$ cat config.mk
export PLATFORM = sky130hd
export DESIGN_NAME = rank_priority_eviction_cache_top
export DESIGN_NICKNAME = d
export VERILOG_FILES = /design/src/sv/rpec_pkg.sv /design/src/sv/rpec_cell.sv /design/src/sv/rank_priority_eviction_cache_top.sv
export SDC_FILE = /design/constraint.sdc
export NUM_CORES = 2
export LEC_CHECK = 0
export ABC_CLOCK_PERIOD_IN_PS = 27200
export BUFFER_PORTS_ARGS = -buffer_cell sky130_fd_sc_hd__buf_4
export CORE_MARGIN = 2
export CORE_UTILIZATION = 25
export CTS_CLUSTER_SIZE = 24
export DETAILED_ROUTE_END_ITERATION = 8
export PLACE_DENSITY = 0.36
export SETUP_SLACK_MARGIN = 0.4
export SLEW_MARGIN = 30
export SYNTH_ARGS = -nofsm -noshare
export SYNTH_HDL_FRONTEND = slang
export SYNTH_HIERARCHICAL = 1
export SYNTH_SLANG_ARGS = --single-unit
$ cat constraint.sdc
create_clock -name aclk -period 27.2 [get_ports aclk]
set_clock_uncertainty 0.05 [all_clocks]
set_input_delay 2.72 -clock aclk [delete_from_list [all_inputs] [get_ports aclk]]
set_output_delay 2.72 -clock aclk [all_outputs]
set_load 0.1 [all_outputs]
$ cat src/sv/rpec_pkg.sv
// Shared constants and types for the rank priority eviction cache.
package rpec_pkg;

    localparam int ENTRIES  = 16;
    localparam int KEY_W    = 32;
    localparam int VALUE_W  = 32;
    localparam int RANK_W   = 16;
    localparam int CAP_W    = 5;
    localparam int IDX_W    = $clog2(ENTRIES);
    localparam int CNT_W    = $clog2(ENTRIES + 1);
    localparam int CMP_W    = (CNT_W > CAP_W) ? CNT_W : CAP_W;
    localparam int ADDR_W   = 3;
    localparam int DATA_W   = 32;

    localparam logic [CAP_W-1:0] CAP_RESET = CAP_W'(16);
    localparam logic             REG_IDX_CAPACITY = 1'b0;
    localparam logic             OP_LOOKUP = 1'b0;
    localparam logic             OP_INSERT = 1'b1;

    typedef struct packed {
        logic [KEY_W-1:0]  key;
        logic [RANK_W-1:0] rank;
    } req_t;

    typedef struct packed {
        logic               found;
        logic [IDX_W-1:0]   found_idx;
        logic [VALUE_W-1:0] found_value;
        logic               free_any;
        logic [IDX_W-1:0]   free_idx;
        logic [CNT_W-1:0]   count;
        logic               vic_any;
        logic [IDX_W-1:0]   vic_idx;
        logic [RANK_W-1:0]  vic_rank;
        logic [KEY_W-1:0]   vic_key;
    } wave_t;

    typedef struct packed {
        logic               en;
        logic [IDX_W-1:0]   idx;
        logic [KEY_W-1:0]   key;
        logic [VALUE_W-1:0] value;
        logic [RANK_W-1:0]  rank;
    } wr_t;

endpackage

$ cat src/sv/rpec_cell.sv
// One slot of the store: holds an entry and folds it into the search wave.
module rpec_cell (
    input  logic                          aclk,
    input  logic                          aresetn,
    input  logic [rpec_pkg::IDX_W-1:0]    cell_idx,
    input  rpec_pkg::req_t                req,
    input  rpec_pkg::wave_t               wave_in,
    input  rpec_pkg::wr_t                 wr,
    output rpec_pkg::wave_t               wave_out
);

    logic                            valid_reg;
    logic [rpec_pkg::KEY_W-1:0]      key_reg;
    logic [rpec_pkg::VALUE_W-1:0]    value_reg;
    logic [rpec_pkg::RANK_W-1:0]     rank_reg;
    rpec_pkg::wave_t                 wave_reg;
    rpec_pkg::wave_t                 wave_next;
    logic                            wr_hit;

    assign wr_hit   = wr.en && (wr.idx == cell_idx);
    assign wave_out = wave_reg;

    always_comb begin
        wave_next = wave_in;
        if (valid_reg) begin
            wave_next.count = wave_in.count + rpec_pkg::CNT_W'(1);
            if (!wave_in.found && key_reg == req.key) begin
                wave_next.found       = 1'b1;
                wave_next.found_idx   = cell_idx;
                wave_next.found_value = value_reg;
            end
            if (!wave_in.vic_any || rank_reg > wave_in.vic_rank) begin
                wave_next.vic_any  = 1'b1;
                wave_next.vic_idx  = cell_idx;
                wave_next.vic_rank = rank_reg;
                wave_next.vic_key  = key_reg;
            end
        end else if (!wave_in.free_any) begin
            wave_next.free_any = 1'b1;
            wave_next.free_idx = cell_idx;
        end
    end

    always_ff @(posedge aclk) begin
        if (!aresetn) begin
            valid_reg <= 1'b0;
        end else if (wr_hit) begin
            valid_reg <= 1'b1;
        end
    end

    always_ff @(posedge aclk) begin
        wave_reg <= wave_next;
        if (wr_hit) begin
            key_reg   <= wr.key;
            value_reg <= wr.value;
            rank_reg  <= wr.rank;
        end
    end

endmodule

$ cat src/sv/rank_priority_eviction_cache_top.sv
// Top level: fully associative key/value cache with worst-rank eviction.
//
// Input channel s_*: op (0 lookup, 1 insert), key, data_value, priority_rank.
// Result channel m_*: hit, read_value, evicted, evicted_key; one result per item.
// Config: APB-style port, register 0 (byte address 0) is active_capacity.
//
// The slots form a row of cells. A search wave carrying match, free slot,
// fill count and worst-rank victim moves one cell per cycle through the
// registered cells; after the last cell a commit step updates the store and
// loads the result register. An item is accepted only while the row is idle,
// so a new item is not taken until the previous one has committed.
//
// Reset (aresetn low, synchronous) empties every slot and sets
// active_capacity to 16. A stalled result register (m_valid high, m_ready low)
// holds its item; a following item may be accepted and searched, but its
// commit waits until the result register is free.
module rank_priority_eviction_cache_top (
    input  logic                            aclk,
    input  logic                            aresetn,
    input  logic                            s_valid,
    output logic                            s_ready,
    input  logic                            s_op,
    input  logic [rpec_pkg::KEY_W-1:0]      s_key,
    input  logic [rpec_pkg::VALUE_W-1:0]    s_data_value,
    input  logic [rpec_pkg::RANK_W-1:0]     s_priority_rank,
    output logic                            m_valid,
    input  logic                            m_ready,
    output logic                            m_hit,
    output logic [rpec_pkg::VALUE_W-1:0]    m_read_value,
    output logic                            m_evicted,
    output logic [rpec_pkg::KEY_W-1:0]      m_evicted_key,
    input  logic                            psel,
    input  logic                            penable,
    input  logic                            pwrite,
    input  logic [rpec_pkg::ADDR_W-1:0]     paddr,
    input  logic [rpec_pkg::DATA_W-1:0]     pwdata,
    output logic [rpec_pkg::DATA_W-1:0]     prdata,
    output logic                            pready
);

    localparam logic [1:0] ST_IDLE = 2'd0;
    localparam logic [1:0] ST_SCAN = 2'd1;
    localparam logic [1:0] ST_DONE = 2'd2;
    localparam logic [rpec_pkg::IDX_W-1:0] LAST_IDX = rpec_pkg::IDX_W'(rpec_pkg::ENTRIES - 1);

    logic [1:0]                       state_reg, state_next;
    logic [rpec_pkg::IDX_W-1:0]       scan_cnt_reg, scan_cnt_next;
    logic [rpec_pkg::CAP_W-1:0]       cap_reg;
    logic                             op_reg;
    logic [rpec_pkg::VALUE_W-1:0]     value_reg;
    rpec_pkg::req_t                   req_reg;

    logic                             m_valid_reg;
    logic                             m_hit_reg, m_hit_next;
    logic [rpec_pkg::VALUE_W-1:0]     m_read_value_reg, m_read_value_next;
    logic                             m_evicted_reg, m_evicted_next;
    logic [rpec_pkg::KEY_W-1:0]       m_evicted_key_reg, m_evicted_key_next;

    rpec_pkg::wave_t                  wave [rpec_pkg::ENTRIES+1];
    rpec_pkg::wave_t                  last;
    rpec_pkg::wr_t                    wr;
    logic                             in_fire;
    logic                             commit;
    logic                             cfg_write;
    logic [rpec_pkg::CMP_W-1:0]       cap_ext, used_cap;
    logic                             has_room;

    assign pready    = 1'b1;
    assign cfg_write = psel && penable && pwrite && pready;
    assign prdata    = (paddr[2] == rpec_pkg::REG_IDX_CAPACITY)
                     ? rpec_pkg::DATA_W'(cap_reg) : '0;

    assign s_ready = (state_reg == ST_IDLE);
    assign in_fire = s_valid && s_ready;
    assign commit  = (state_reg == ST_DONE) && (!m_valid_reg || m_ready);

    assign wave[0] = '0;
    assign last    = wave[rpec_pkg::ENTRIES];

    for (genvar g = 0; g < rpec_pkg::ENTRIES; g++) begin : g_cell
        rpec_cell u_cell (
            .aclk     (aclk),
            .aresetn  (aresetn),
            .cell_idx (rpec_pkg::IDX_W'(g)),
            .req      (req_reg),
            .wave_in  (wave[g]),
            .wr       (wr),
            .wave_out (wave[g+1])
        );
    end

    always_comb begin
        cap_ext = rpec_pkg::CMP_W'(cap_reg);
        if (cap_reg == '0) begin
            used_cap = rpec_pkg::CMP_W'(1);
        end else if (cap_ext > rpec_pkg::CMP_W'(rpec_pkg::ENTRIES)) begin
            used_cap = rpec_pkg::CMP_W'(rpec_pkg::ENTRIES);
        end else begin
            used_cap = cap_ext;
        end
        has_room = (rpec_pkg::CMP_W'(last.count) < used_cap) && last.free_any;
    end

    always_comb begin
        m_hit_next         = 1'b0;
        m_read_value_next  = '0;
        m_evicted_next     = 1'b0;
        m_evicted_key_next = '0;
        wr.en              = 1'b0;
        wr.idx             = last.found_idx;
        wr.key             = req_reg.key;
        wr.value           = value_reg;
        wr.rank            = req_reg.rank;
        if (op_reg == rpec_pkg::OP_LOOKUP) begin
            m_hit_next = last.found;
            if (last.found) begin
                m_read_value_next = last.found_value;
            end
        end else if (last.found) begin
            m_hit_next = 1'b1;
            wr.en      = commit;
        end else if (has_room) begin
            wr.en  = commit;
            wr.idx = last.free_idx;
        end else begin
            m_evicted_next = 1'b1;
            if (!last.vic_any || req_reg.rank > last.vic_rank) begin
                m_evicted_key_next = req_reg.key;
            end else begin
                m_evicted_key_next = last.vic_key;
                wr.en              = commit;
                wr.idx             = last.vic_idx;
            end
        end
    end

    always_comb begin
        state_next    = state_reg;
        scan_cnt_next = scan_cnt_reg;
        unique case (state_reg)
            ST_IDLE: begin
                if (in_fire) begin
                    state_next    = ST_SCAN;
                    scan_cnt_next = '0;
                end
            end
            ST_SCAN: begin
                if (scan_cnt_reg == LAST_IDX) begin
                    state_next = ST_DONE;
                end else begin
                    scan_cnt_next = scan_cnt_reg + rpec_pkg::IDX_W'(1);
                end
            end
            ST_DONE: begin
                if (commit) begin
                    state_next = ST_IDLE;
                end
            end
            default: begin
                state_next = ST_IDLE;
            end
        endcase
    end

    always_ff @(posedge aclk) begin
        if (!aresetn) begin
            state_reg    <= ST_IDLE;
            scan_cnt_reg <= '0;
            cap_reg      <= rpec_pkg::CAP_RESET;
            m_valid_reg  <= 1'b0;
        end else begin
            state_reg    <= state_next;
            scan_cnt_reg <= scan_cnt_next;
            if (cfg_write && paddr[2] == rpec_pkg::REG_IDX_CAPACITY) begin
                cap_reg <= pwdata[rpec_pkg::CAP_W-1:0];
            end
            if (commit) begin
                m_valid_reg <= 1'b1;
            end else if (m_ready) begin
                m_valid_reg <= 1'b0;
            end
        end
    end

    always_ff @(posedge aclk) begin
        if (in_fire) begin
            op_reg       <= s_op;
            value_reg    <= s_data_value;
            req_reg.key  <= s_key;
            req_reg.rank <= s_priority_rank;
        end
        if (commit) begin
            m_hit_reg         <= m_hit_next;
            m_read_value_reg  <= m_read_value_next;
            m_evicted_reg     <= m_evicted_next;
            m_evicted_key_reg <= m_evicted_key_next;
        end
    end

    assign m_valid       = m_valid_reg;
    assign m_hit         = m_hit_reg;
    assign m_read_value  = m_read_value_reg;
    assign m_evicted     = m_evicted_reg;
    assign m_evicted_key = m_evicted_key_reg;

`ifndef NO_ASSERTIONS
    a_result_from_done: assert property (@(posedge aclk) disable iff (!aresetn)
        $rose(m_valid_reg) |-> $past(state_reg) == ST_DONE)
        else $error("result raised outside commit");

    a_write_needs_room: assert property (@(posedge aclk) disable iff (!aresetn)
        wr.en |-> (state_reg == ST_DONE) && (!m_valid_reg || m_ready))
        else $error("slot written while result register busy");

    a_victim_counted: assert property (@(posedge aclk) disable iff (!aresetn)
        (state_reg == ST_DONE && last.vic_any) |-> last.count != '0)
        else $error("victim reported with empty store");
`endif

endmodule
==> results.py <==
metrics = {
    "yosys": {
        "syn-mean-instance-area_um2": 15.5,
        "synth_async_sr_flop_share_pct": 0,
        "synth-seq-cells": 3055,
        "post_synth_instance_area_um2": 111000,
        "synthTopCellsByArea": "sky130_fd_sc_hd__edfxtp_1 (39%), sky130_fd_sc_hd__dfxtp_1 (29%), sky130_fd_sc_hd__mux2_2 (14%), sky130_fd_sc_hd__xor2_1 (3.9%), sky130_fd_sc_hd__ha_1 (3.3%)",
        "synth.lib_cells_used.distinct": 50,
        "count_of_mapped_cells_out_of_synthesis": 7164,
        "synth-main-ff-cell": "sky130_fd_sc_hd__dfxtp_1",
        "seq_area_frac_synth_pct": 67.9,
        "netlist.area_leader.share_pct": 38.6,
        "synth-edff-count": 1427,
        "synth_warnings": 6,
        "post-synth-top-area-cell": "sky130_fd_sc_hd__edfxtp_1",
    },
    "timing": {
        "layout_worst_path_cycle_share_pct": 22.3,
        "finalMaxSlewViolations": 0,
        "minimum_clock_period_ns": 6.05,
        "post-route-worst-setup-slack_ns": 21.15,
        "achievable-frequency_ghz": 0.165,
        "hold_slack_ns": 0.382,
        "slew_headroom_pct": 37.2,
        "finalHoldViolCount": 0,
        "worst-slew-pin-transition_ns": 0.942,
        "setup-violations-final": 0,
        "rsz_0062_raised_after_global_routing": "no",
        "setup_total_negative_slack_ns": 0,
    },
    "routing": {
        "drtAntennaViolNets": 0,
        "dr_total_vias": 54300,
        "totalWireLength_um": 254000,
        "drt_first_iter_violations": 2452,
        "drt_pre_antenna_iters": 7,
        "drt-vias-per-instance": 3.82,
        "avg_wl_per_cell_um": 17.9,
        "drt_drc_violations_left": 0,
    },
    "place": {
        "gpl.final_weighted_congestion": 0.736,
        "detailedPlace.worstSlack_ns": 20.88,
        "io_buffers": 166,
        "detailed_place_hpwl_um": 168000,
        "postPlaceCellArea_um2": 121000,
    },
    "final_layout": {
        "postLayoutCellArea_um2": 133000,
        "synthToLayoutAreaGrowth_pct": 19.7,
        "largest_register_ffs": 1600,
        "drive_above_1_share_pct": 28.2,
        "commonest_non_fill_non_tap_cell_in_the_layout": "sky130_fd_sc_hd__dfxtp_1",
        "final_cell_mix": "sky130_fd_sc_hd__dfxtp_1 (1627), sky130_fd_sc_hd__edfxtp_1 (1427), sky130_fd_sc_hd__mux2_2 (1417)",
        "nNetsFinal": 8435,
    },
    "grt": {
        "first_global_vias": 58200,
        "globalRouteTotalUtil_pct": 11.2,
        "grt_start_max_net_pins": 99,
        "grt_first_pass_wirelength_um": 385000,
        "grt.met2_usage_pct": 17.6,
        "met1_usage_pct": 15.7,
        "global_route.overflow_total": 0,
        "gr-max-usage-layer": "met2",
        "grt_antenna_before_repair": 19,
        "grt.met3_usage_pct": 1.94,
    },
    "floorplanning": {
        "core_area_um2": 442000,
        "ios": 224,
        "die_w_um": 671,
        "starting_density_pct": 25.1,
        "die-height_um": 671,
        "rows": 244,
        "dieArea_um2": 450000,
    },
    "status": {
        "run_status": "finished, final reports clean",
    },
    "critical_path": {
        "critical_path.startpoint_type": "primary input",
        "setup.reg_to_reg.worst_slack_ns": 21.66,
        "r2r_cells": 14,
        "cp_endpoint_kind": "output port",
        "timing.setup.critical_path_class": "in -> out",
        "critical_path_peak_fanout": 6,
        "cp-startpoint": "paddr[2]",
        "worst-endpoint-arrival_ns": 3.28,
        "cp_data_required_time_ns": 24.43,
        "worstReg2RegEnd": "g_cell[15].u_cell/value_reg[18]",
        "worst_r2r_startpoint": "req_reg[11]",
    },
    "cts": {
        "ctsHtreeMaxLevel": 5,
        "cts_tree": "built",
        "clkSlewWorstSetupHoldPaths_ns": 0.06,
        "clock_tree.root_cell": "sky130_fd_sc_hd__clkbuf_16",
        "clock_path_buffers": 4,
        "cts_buffers": 353,
        "clkSinkCount": 3055,
        "cts_repair_resize_count": 0,
        "holdBufCountCts": 0,
        "worstSkewPairLatency_ns": 0.92,
        "post_cts.repair.setup_buffers": 0,
    },
    "power": {
        "p_per_area_nw_per_um2": 75.8,
        "static-leakage-power_nw": 48.9,
        "peak_supply_drop_mv": 0.0529,
    },
    "hold_path": {
        "holdPathEnd": "g_cell[15].u_cell/wave_out[23]",
        "timing.hold.worst_path_depth": 1,
        "min-delay-start": "g_cell[14].u_cell/wave_out[23]",
        "timing.hold.worst.class": "reg -> reg",
    },
    "flow_run": {
        "drv.max_cap_violation_count": 0,
    },
}
synthesized netlist by cell type, types with 17 or more instances:
cell and number:
sky130_fd_sc_hd__a21oi_1 115, sky130_fd_sc_hd__nor4_1 111, sky130_fd_sc_hd__and2_1 38, sky130_fd_sc_hd__nor2_1 61, sky130_fd_sc_hd__inv_1 310, sky130_fd_sc_hd__buf_6 51, sky130_fd_sc_hd__xnor2_1 153, sky130_fd_sc_hd__xor2_1 490
sky130_fd_sc_hd__o211ai_1 18, sky130_fd_sc_hd__buf_4 29, sky130_fd_sc_hd__o21ai_0 38, sky130_fd_sc_hd__o21a_1 26, sky130_fd_sc_hd__clkbuf_1 35, sky130_fd_sc_hd__nand2b_1 28, sky130_fd_sc_hd__o31ai_1 17, sky130_fd_sc_hd__edfxtp_1 1427
sky130_fd_sc_hd__dfxtp_1 1628, sky130_fd_sc_hd__ha_1 293, sky130_fd_sc_hd__o31a_1 20, sky130_fd_sc_hd__nand3_1 119, sky130_fd_sc_hd__nand2_1 175, sky130_fd_sc_hd__buf_2 105, sky130_fd_sc_hd__nand4_1 113, sky130_fd_sc_hd__mux2_2 1417
sky130_fd_sc_hd__nor3_1 21, sky130_fd_sc_hd__nor2b_1 60, sky130_fd_sc_hd__mux2_1 103
per-layer routing:
metal  share of wire (%)  wire length (um)
met1                  50            127000
met2                  44            111000
met3                 3.6              9220
met4                 2.6              6490
met5               0.014                36
through the flow:
step                      instances  util (%)  power (mW)
final                         14200      30.1        10.1
after floorplan                7573         -        5.33
after CTS                     14200      30.1        10.3
after global routing          14200      30.1        10.5
after global placement        13600      27.4        5.47
after detailed placement      13600      27.4        5.47
logic make-up after synthesis:
logic type / count (synthesis) / share of synthesized area [%]
flops: 3055 / 67.9
simple gates: 788 / 4.00
fa+ha+maj: 293 / 3.30
compound gates: 328 / 1.94
other cells: 2 / 0.00676
mux: 1525 / 15.4
buf+inv: 530 / 2.35
xor+xnor: 643 / 5.07
worst max path at each step:
stage                                                end  slack (ns)
after global routing                           prdata[0]       21.14
after global placement    g_cell[0].u_cell/value_reg[26]       20.92
final                                          prdata[1]       21.15
after floorplan              g_cell[0].u_cell/key_reg[0]       12.00
after CTS                                      prdata[1]       21.15
after detailed placement   g_cell[0].u_cell/value_reg[4]       20.88
final cells by class:
| cell class | instances | area [um2] |
|---|---|---|
| Fill cell | 44200 | 309000 |
| Multi-Input combinational cell | 3988 | 34900 |
| Clock buffer | 532 | 10500 |
| Clock inverter | 125 | 1120 |
| Tap cell | 5904 | 7390 |
| Sequential cell | 3055 | 75400 |
| Inverter | 310 | 1160 |
| Antenna cell | 10 | 25.0 |
| Timing Repair Buffer | 311 | 2380 |
report_power, final:
part,total (mW),leakage (nW),switching [mW],internal [mW]
logic,0.361,16.5,0.202,0.159
registers,5.01,26.6,0.0661,4.94
clock network,4.71,5.76,1.91,2.81
worst max-delay path, stage by stage:
cell                      delay, ns
sky130_fd_sc_hd__buf_4         0.13
sky130_fd_sc_hd__nor2b_1       0.12
sky130_fd_sc_hd__buf_4         0.30
No activity file was read; power rests on OpenSTA's default activity.
